[config.mk]
export PLATFORM = sky130hd
export DESIGN_NAME = spwf_div
export DESIGN_NICKNAME = d
export VERILOG_FILES = /design/src/rtl/spwf_div.sv
export SDC_FILE = /design/constraint.sdc
export NUM_CORES = 1
export LEC_CHECK = 0
export BUFFER_PORTS_ARGS = -buffer_cell sky130_fd_sc_hd__buf_4
export CAP_MARGIN = 0
export CORE_ASPECT_RATIO = 0.8
export CORE_MARGIN = 1.5
export CORE_UTILIZATION = 45
export CTS_BUF_LIST = sky130_fd_sc_hd__clkbuf_8
export CTS_CLUSTER_SIZE = 40
export DETAILED_ROUTE_END_ITERATION = 12
export PLACE_DENSITY = 0.78
export SLEW_MARGIN = 10
export SYNTH_ARGS = -nofsm -noshare
export SYNTH_HDL_FRONTEND = slang
export SYNTH_SLANG_ARGS = --single-unit
[constraint.sdc]
create_clock -name clk -period 3.5 [get_ports clk]
set_input_delay 0.7 -clock clk [delete_from_list [all_inputs] [get_ports clk]]
set_output_delay 0.7 -clock clk [all_outputs]
set_load 0.005 [all_outputs]
[src/rtl/spwf_div.sv]
// ----------------------------------------------------------------------------
// spwf_div: restoring divider, one quotient bit per cycle
// Unsigned dividend by unsigned divisor; quotient rounded toward zero.
// ----------------------------------------------------------------------------
module spwf_div #(
    parameter int NUM_W = 40,
    parameter int DEN_W = 7
) (
    input  logic             clk,
    input  logic             rst_n,
    input  logic             start,
    input  logic [NUM_W-1:0] num,
    input  logic [DEN_W-1:0] den,
    output logic             busy,
    output logic             done,
    output logic [NUM_W-1:0] quot
);
    localparam int CNT_W = $clog2(NUM_W + 1);

    logic [NUM_W-1:0] q_reg;
    logic [DEN_W:0]   rem_reg;
    logic [CNT_W-1:0] cnt_reg;
    logic             busy_reg, done_reg;
    logic [DEN_W:0]   trial;

    assign trial = {rem_reg[DEN_W-1:0], q_reg[NUM_W-1]};

    // Shift-subtract iteration.
    always_ff @(posedge clk or negedge rst_n)
    begin
        if (!rst_n)
        begin
            busy_reg <= 1'b0;
            done_reg <= 1'b0;
            cnt_reg  <= '0;
        end
        else
        begin
            done_reg <= 1'b0;
            if (start)
            begin
                busy_reg <= 1'b1;
                q_reg    <= num;
                rem_reg  <= '0;
                cnt_reg  <= CNT_W'(NUM_W);
            end
            else if (busy_reg)
            begin
                if (trial >= {1'b0, den})
                begin
                    rem_reg <= trial - {1'b0, den};
                    q_reg   <= {q_reg[NUM_W-2:0], 1'b1};
                end
                else
                begin
                    rem_reg <= trial;
                    q_reg   <= {q_reg[NUM_W-2:0], 1'b0};
                end
                cnt_reg <= cnt_reg - 1'b1;
                if (cnt_reg == CNT_W'(1))
                begin
                    busy_reg <= 1'b0;
                    done_reg <= 1'b1;
                end
            end
        end
    end

    assign busy = busy_reg;
    assign done = done_reg;
    assign quot = q_reg;
endmodule

Yosys cells after proc, flatten, opt, wreduce, memory -nomap -nowiden
Index checks and enable logic that the tools add are counted.

word-level totals
  bits of input ports = 50
  word-level logic and storage cells = 24
  output and inout bits = 42
  bits in registers = 56

operators by class
  equal/unequal tests = 1
  $lt $le $gt $ge = 1
  add/sub/neg operators = 2
  reductions and logical operators = 2
  muxes and demuxes = 13

operators by type and width
  kind                                               number
  2-to-1 mux 40 bit                                  2
  2-to-1 mux 8 bit                                   2
  2-to-1 mux 6 bit                                   2
  >= comparator 8 x 7 -> 1 bit                       1
  subtractor 8 x 7 -> 8 bit                          1
  2-to-1 mux 1 bit                                   7
  == test 6 x 1 -> 1 bit (second input constant)     1
  subtractor 6 x 1 -> 6 bit (second input constant)  1
  AND reduction 2 bit                                1
  nonzero test 2 bit                                 1

Logic depth before layout (Yosys ltp)
Gate-level depths: netlist of the first run.

  depth after elaboration = 4
  mapped depth = 8
  gate-level depth less buffers = 8

Worst setup path before layout of the first run
Ideal clock, no wire load.

  path type = in2reg
  start point = input start
  end point = register q_reg[0], in the netlist quot[0], enable pin
  setup slack = 0.179 ns
  required time = 3.058 ns
  stages = 3
  path buffers = 1
  arrival = 2.879 ns
  setup time = 0.442 ns
  path through = clkbuf_1 nor2_1 nor2b_1

on the way
  word-level cells in the longest chain between the ends = 2

ends and longest elaborated chain
  item                           RTL line  RTL
  start, declared                11        input logic start,
  nonzero test 2 bit (no line)   --
  AND reduction 2 bit (no line)  --
  end signal, assigned           43        q_reg <= num;
  end signal, assigned           52        q_reg <= {q_reg[NUM_W-2:0], 1'b1};
  end signal, assigned           57        q_reg <= {q_reg[NUM_W-2:0], 1'b0};
  end, declared                  20        logic [NUM_W-1:0] q_reg;

No other way between the ends.
A chain may end at the register's enable or synchronous reset.

Final worst setup path of the first run
  start point = input den[0]
  end point = register rem_reg[3] (data pin)

on the way
  word-level cells in the longest chain between the ends = 3
  elaborated cells between the ends (all ways) = 4
  those cells by class = add/sub: 1; order compare: 1; mux: 2

ends and longest elaborated chain
  item                                                                       RTL line  RTL
  start, declared                                                            13        input logic [DEN_W-1:0] den,
  subtractor 8 x 7 -> 8 bit or >= comparator 8 x 7 -> 1 bit (tied branches)  51, 49
  2-to-1 mux 8 bit *                                                         49        if (trial >= {1'b0, den})
  2-to-1 mux 8 bit *                                                         47        else if (busy_reg)
  end signal, assigned                                                       51        rem_reg <= trial - {1'b0, den};
  end signal, assigned                                                       56        rem_reg <= trial;
  end, declared                                                              21        logic [DEN_W:0] rem_reg;

Every way passes the cells marked *; elsewhere a longest branch is shown, timed or not.

==> metrics.md, run 1 <==
| Metric | Value |
|---|---|
| Pin count of the biggest net entering global routing | `55` |
| Status | `finished, final reports clean` |
| Placement row count | `25` |
| Worst Setup End Kind | `register` |
| Register area share after synthesis | `0.5742` |
| Cells on worst reg2reg path | `8` |
| Rel. slew slack | `0.5076` |
| Routed wl met3 | `340 um` |
| Antenna violations before repair | `0` |
| Post-CTS setup buffers | `0` |
| Worst Path Required | `3.64 ns` |
| DR DRC count | `0` |
| Max Cap Viol | `0` |
| GRT Total Usage | `0.1766` |
| CTS H-tree lvls | `2` |
| Root Driver | `clkbuf_8` |
| Synth Area in Simple Gates | `0.1012` |
| Multiplexer share of the synthesized area | `0.1685` |
| Largest family of logic cells by synthesized area | `multiplexers` |
| # diodes | `0` |
| Nets | `about 360` |
| Avg Cell Area, Syn | `13.43 um2` |
| Hpwl dp | `between 4000 and 5000 um` |
| Number of synthesized flops with an enable pin | `between 40 and 50` |
| Final setup margin | `0.9821 ns` |
| Slowest stage delay, CP | `0.39 ns` |
| Adder-Cell Fraction of Synth Area | `0.04726` |
| Vias in the first global route | `1919` |
| Critical path class | `input pin to register` |
| Least-Margin Pin Slew | `0.7284 ns` |
| Post-route clock period utilization | `0.7194` |
| Vias/cell | `5.126` |
| Met2 routed WL | `approximately 2700 um` |
| Commonest non-fill, non-tap cell in the layout | `buf_4` |
| Startpoint types | `input pin` |
| Finish-stage setup viols | `0` |
| Highest routing layer actually used | `met4` |
| Total CTS buffers | `5` |
| Metal-1 WL | `~2700 um` |
| Slew Viols, Final | `0` |
| Crit Path Max Fanout | `9` |
| PortBufs | `91` |
| Hold slack final | `around 0.23 ns` |
| Cell count after placement | `375` |
| Highest Clock Rate | `397.2 MHz` |
| I/O pins | `92` |
| Synthesized area | `0.002806 mm2` |
| Library cells used by synthesis | `42` |
| Sum of negative setup slack | `0 ns` |
| Vias | `1958` |
| Syn nets | `269` |
| Final core occ | `0.6128` |
| First-pass iteration count of the detailed router | `4` |
| Pleak | `1.533 nW` |
| Final Wtd Congestion | `0.7980` |
| Yosys warnings | `0` |
| Total congestion overflow | `0` |
| Cell Pwr Density | `413.2 mW/mm2` |
| Layout cells sized above 1 | `0.5017` |
| CP cell instances | `buf_4 > ha_1 > fa_1 > nand2b_1 > a211oi_2 > nor3_4 > or3_1 > a311oi_2` |
| CTS tree | `done` |
| Largest register FFs | `40` |
| Worst skew pair latency | `0.31 ns` |
| Hold WC Path Type | `input pin to asynchronous set/reset pin` |
| Most frequent cells in the layout | `buf_4 (94), edfxtp_1 (47), mux2_2 (42)` |
| Core area | `0.005974 mm2` |
| Wire per inst | `15.29 um` |
| Initial Utilization | `0.4697` |
| First-pass GRT wire length | `9114 um` |
| Finished Layout Cells | `382` |
| Post-CTS Hold Buffers | `0` |
| Cells after Synth | `209` |
| Crit Reg-Reg Endpoint | `rem_reg[3]$_SDFFCE_PP0P_` |
| DRT Wirelength | `between 5000 and 6000 um` |
| Ys flop type | `edfxtp_1` |
| Async SR Flop Fraction | `0.1455` |
| Die width | `91.30 um` |
| Clock Path Buffers | `2` |
| CTS sink cnt | `55` |
| Layout Skew | `~0.0038 ns` |
| Synth Area in Compound Gates | `0.06375` |
| CP max stage cell | `or3_1` |
| Final Critical Period | `~2.5 ns` |
| Worst VDD drop | `approximately 0.22 mV` |
| RSZ-0062 raised after global routing | `false` |
| DRT antenna net count | `0` |
| R2R Setup Slk | `roughly 1.1 ns` |
| FF-to-FF Start | `quot[39]$_DFFE_PP_` |
| Drt initial violations | `90` |
| Die footprint | `0.006723 mm2` |
| Pre-CTS worst setup slack | `0.6708 ns` |
| Hold Fails Final Rpt | `0` |
| Die Span Y | `73.64 um` |
| Cts repair resizes | `0` |
| Xor and xnor area share after synthesis | `0.01560` |
| Synth Register Bits | `55` |
| Clock-pin slew on the worst setup and hold paths | `0.09 ns` |
| Synth-to-layout area growth | `30.45%` |
| CP arrival | `2.66 ns` |
## report_power, final
| group | total [mW] | internal, mW | switching (mW) |
|---|---|---|---|
| registers | 0.824 | 0.785 | 0.0395 |
| clock network | 0.331 | 0.134 | 0.198 |
| logic | 0.357 | 0.196 | 0.161 |
## metal layers
layer,vias up,global-route usage
li1,964,-
met1,929,0.2374
met2,57,0.2803
met3,8,0.04658
met4,0,0.06076
met5,-,0
## worst max-delay path: cells and delay by family
family,cells,cell delay (ns)
AO/OA/AOI/OAI,2,0.54
adder cells (fa/ha/maj),2,0.59
buffers and inverters,1,0.11
AND/OR/NAND/NOR,3,0.72
## per-stage QoR
step,total power [mW],area [um2]
6_report,1.513,3661
2_1_floorplan,1.048,2806
4_1_cts,1.523,3661
3_3_place_gp,1.181,3583
5_1_grt,1.580,3661
3_5_place_dp,1.195,3583
## cells by family (layout without fill, tap and decap cells)
family,count (synthesis),in the layout
DFF,55,55
and+or+nand+nor,53,53
muxes,42,42
AOI/OAI and AO/OA,23,23
buffers and inverters,21,113
adders and majority gates,10,10
xor gates and xnor gates,5,5
## worst max-delay path by stage
stage | startpoint | end | slack (ns) | depth (start not counted)
floorplan | start | quot[0]$_DFFE_PP_ | 0.18 | 3
global route | den[0] | rem_reg[3]$_SDFFCE_PP0P_ | 0.89 | 8
global placement | den[0] | rem_reg[3]$_SDFFCE_PP0P_ | 0.75 | 8
finish | den[0] | rem_reg[3]$_SDFFCE_PP0P_ | 0.98 | 8
CTS | den[0] | rem_reg[3]$_SDFFCE_PP0P_ | 0.99 | 8
detailed placement | den[0] | rem_reg[3]$_SDFFCE_PP0P_ | 0.67 | 8
## synthesized netlist by cell type, types with 2 or more instances
cell type	instances	area share
inv_1	12	0.016
a311oi_1	3	0.0094
nand3_1	2	0.0036
a311oi_2	2	0.011
dfrtp_1	8	0.071
a21oi_1	6	0.011
ha_1	9	0.040
nand2b_1	4	0.0089
nor4b_1	2	0.0062
mux2_2	42	0.17
nor2_1	22	0.029
nand2_1	8	0.011
a211oi_1	3	0.0080
nor3b_1	2	0.0053
clkbuf_1	7	0.0094
xor2_1	2	0.0062
xnor2_1	3	0.0094
edfxtp_1	47	0.50
a31oi_1	2	0.0045
## cell type report
cell class,count,area (um2)
Clock buffer,5,68.82
Timing Repair Buffer,94,705.7
Sequential cell,55,1612
Multi-Input combinational cell,133,1120
Fill cell,495,2313
Clock inverter,2,8.758
Tap cell,81,101.3
Inverter,12,45.04
Note: power is estimated with default switching activity, not from simulation.
==> inputs of run 2 (changes only) <==
- PLACE_DENSITY: 0.78 -> 0.81
- clock period: 3.5 -> 2.1 ns (I/O delays scaled with it)
==> metrics.md, run 2 (synthesis results as in run 1) <==
| Metric | Value |
|---|---|
| Die Span Y | `73.64 um (unchanged)` |
| Pre-CTS worst setup slack | `-0.3032 ns (was 0.6708 ns)` |
| Met2 routed WL | `2981 um (was 2718 um)` |
| Vias in the first global route | `2067 (was 1919)` |
| CP max stage cell | `edfxtp_1 (was or3_1)` |
| Largest register FFs | `40 (unchanged)` |
| Status | `complete, but fails checks (was finished, final reports clean)` |
| CTS sink cnt | `55 (unchanged)` |
| Die width | `91.30 um (unchanged)` |
| Post-route clock period utilization | `1.034` |
| Hold WC Path Type | `input pin to register (was input pin to asynchronous set/reset pin)` |
| Least-Margin Pin Slew | `0.5451 ns (was 0.7284 ns)` |
| Finish-stage setup viols | `3 (was 0)` |
| Initial Utilization | `0.4697 (unchanged)` |
| WHS Path Cells | `2` |
| FF-to-FF Start | `quot[39]$_DFFE_PP_ (unchanged)` |
| Total CTS buffers | `5 (unchanged)` |
| Root Driver | `clkbuf_8 (unchanged)` |
| Critical path class | `register to register (was input pin to register)` |
| Finished Layout Cells | `408 (was 382)` |
| Final Wtd Congestion | `0.8299 (was 0.7980)` |
| Placed cell areas | `0.003767 mm2 (was 0.003583 mm2)` |
| R2R Setup Slk | `-0.07 ns (was 1.07 ns)` |
| DR DRC count | `0 (unchanged)` |
| Worst VDD drop | `0.4466 mV (was 0.2173 mV)` |
| Final Critical Period | `approximately 2.2 ns` |
| Hpwl dp | `4372 um (was 4236 um)` |
| DRT Wirelength | `6064 um (was 5841 um)` |
| Die footprint | `0.006723 mm2 (unchanged)` |
| CTS tree | `done (unchanged)` |
| Crit Reg-Reg Endpoint | `rem_reg[3]$_SDFFCE_PP0P_ (unchanged)` |
| Slowest stage delay, CP | `0.37 ns (was 0.39 ns)` |
| Rel. slew slack | `0.6315 (was 0.5076)` |
| CP arrival | `2.30 ns (was 2.66 ns)` |
| Commonest non-fill, non-tap cell in the layout | `buf_4 (unchanged)` |
| First-pass iteration count of the detailed router | `4 (unchanged)` |
| Clock Path Buffers | `2 (unchanged)` |
| Pin count of the biggest net entering global routing | `41 (was 55)` |
| Worst skew pair latency | `0.30 ns (was 0.31 ns)` |
| Cells on worst reg2reg path | `8 (unchanged)` |
| First-pass GRT wire length | `9535 um (was 9114 um)` |
| Total congestion overflow | `0 (unchanged)` |
| Vias | `2049 (was 1958)` |
| # diodes | `0 (unchanged)` |
| Crit Path Max Fanout | `5 (was 9)` |
| Layout cells sized above 1 | `0.5780 (was 0.5017)` |
| Drt initial violations | `104 (was 90)` |
| Max Cap Viol | `0 (unchanged)` |
| GRT Total Usage | `0.1799 (was 0.1766)` |
| Routed wl met3 | `326 um (was 340 um)` |
| Wire per inst | `14.86 um (was 15.29 um)` |
| Post-route cell area | `0.003969 mm2 (was 0.003661 mm2)` |
| CTS H-tree lvls | `2 (unchanged)` |
| Worst Path Buf+Inv | `1 (unchanged)` |
| Synth-to-layout area growth | `41.42% (was 30.45%)` |
| Worst Setup End Kind | `register (unchanged)` |
| Worst Path Required | `2.23 ns (was 3.64 ns)` |
| Metal-1 WL | `2728 um (was 2680 um)` |
| Final setup margin | `-0.07101 ns (was 0.9821 ns)` |
| Hold slack final | `0.4149 ns (was 0.2311 ns)` |
| Crit-path leading delay family | `simple AND/OR/NAND/NOR gates (unchanged)` |
| HP Start | `num[17]` |
| Layout Skew | `0.004730 ns (was 0.003766 ns)` |
| Clock-pin slew on the worst setup and hold paths | `0.10 ns (was 0.09 ns)` |
| Hold Fails Final Rpt | `0 (unchanged)` |
| Total chip power | `2.678 mW (was 1.513 mW)` |
| Failing checks | `setup timing` |
| Final core occ | `0.6643 (was 0.6128)` |
| DRT antenna net count | `0 (unchanged)` |
| Highest routing layer actually used | `met4 (unchanged)` |
| Most frequent cells in the layout | `buf_4 (116), edfxtp_1 (47), mux2_2 (40) (was buf_4 (94), edfxtp_1 (47), mux2_2 (42))` |
| Slew Viols, Final | `0 (unchanged)` |
| Vias/cell | `5.022 (was 5.126)` |
| Placement row count | `25 (unchanged)` |
| Cell count after placement | `394 (was 375)` |
| Startpoint types | `register (was input pin)` |
| Antenna violations before repair | `0 (unchanged)` |
| Core area | `0.005974 mm2 (unchanged)` |
| WHS Endpoint | `quot[17]$_DFFE_PP_` |
| Cell Pwr Density | `674.6 mW/mm2 (was 413.2 mW/mm2)` |
| RSZ-0062 raised after global routing | `true (was false)` |
| PortBufs | `91 (unchanged)` |
| Pleak | `1.684 nW (was 1.533 nW)` |
| I/O pins | `92 (unchanged)` |
| Nets | `386 (was 361)` |
| CP cell instances | `inv_2 > ha_4 > fa_2 > nand2b_4 > a211oi_4 > nor3_4 > or3_1 > a311oi_2 (was buf_4 > ha_1 > fa_1 > nand2b_1 > a211oi_2 > nor3_4 > or3_1 > a311oi_2)` |
| Sum of negative setup slack | `-0.1517 ns (was 0 ns)` |
| Highest Clock Rate | `around 460 MHz` |
-- run 2: worst max path at each step --
stage	startpoint	end	slack, ns	depth (start not counted)
after floorplan	den[0]	rem_reg[3]$_SDFFCE_PP0P_	-0.10	7
after global placement	den[0]	rem_reg[3]$_SDFFCE_PP0P_	-0.22	8
after detailed placement	den[0]	rem_reg[6]$_SDFFCE_PP0P_	-0.30	9
after CTS	quot[39]$_DFFE_PP_	rem_reg[3]$_SDFFCE_PP0P_	-0.08	8
after global routing	quot[39]$_DFFE_PP_	rem_reg[6]$_SDFFCE_PP0P_	-0.13	9
final	quot[39]$_DFFE_PP_	rem_reg[3]$_SDFFCE_PP0P_	-0.07	8
-- run 2: metal layers --
metal / up-vias / global-route usage
met4: 0 / 0.04167
met5: - / 0
met2: 47 / 0.2977
li1: 1010 / -
met1: 990 / 0.2372
met3: 2 / 0.05176
-- run 2: layout make-up --
| class | instances | area [um2] |
|---|---|---|
| multi-input cells | 133 | 1215 |
| well taps | 81 | 101.3 |
| flip-flops and latches | 55 | 1612 |
| clock buffers | 5 | 68.82 |
| inverters | 12 | 45.04 |
| clock inverters | 3 | 15.01 |
| repair buffers | 119 | 912.1 |
| fillers | 428 | 2006 |
-- run 2: worst register-to-register path, stage by stage (launching register included) --
cell      delay, ns
edfxtp_1       0.37
inv_2          0.06
ha_4           0.15
fa_2           0.34
nand2b_4       0.16
a211oi_4       0.26
nor3_4         0.09
or3_1          0.33
a311oi_2       0.24
-- run 2: timing repair --
item,in CTS,in global routing
buffers inserted,3,2
endpoints found under the setup margin,8,8
pin swaps,4,2
hold buffers,1,0
endpoints found under the hold margin,8,0
gates resized for setup,6,9
-- run 2: power breakdown --
part | switching (mW) | internal, mW | total (mW)
clock network | 0.334 | 0.229 | 0.564
registers | 0.0644 | 1.31 | 1.37
logic | 0.309 | 0.432 | 0.742
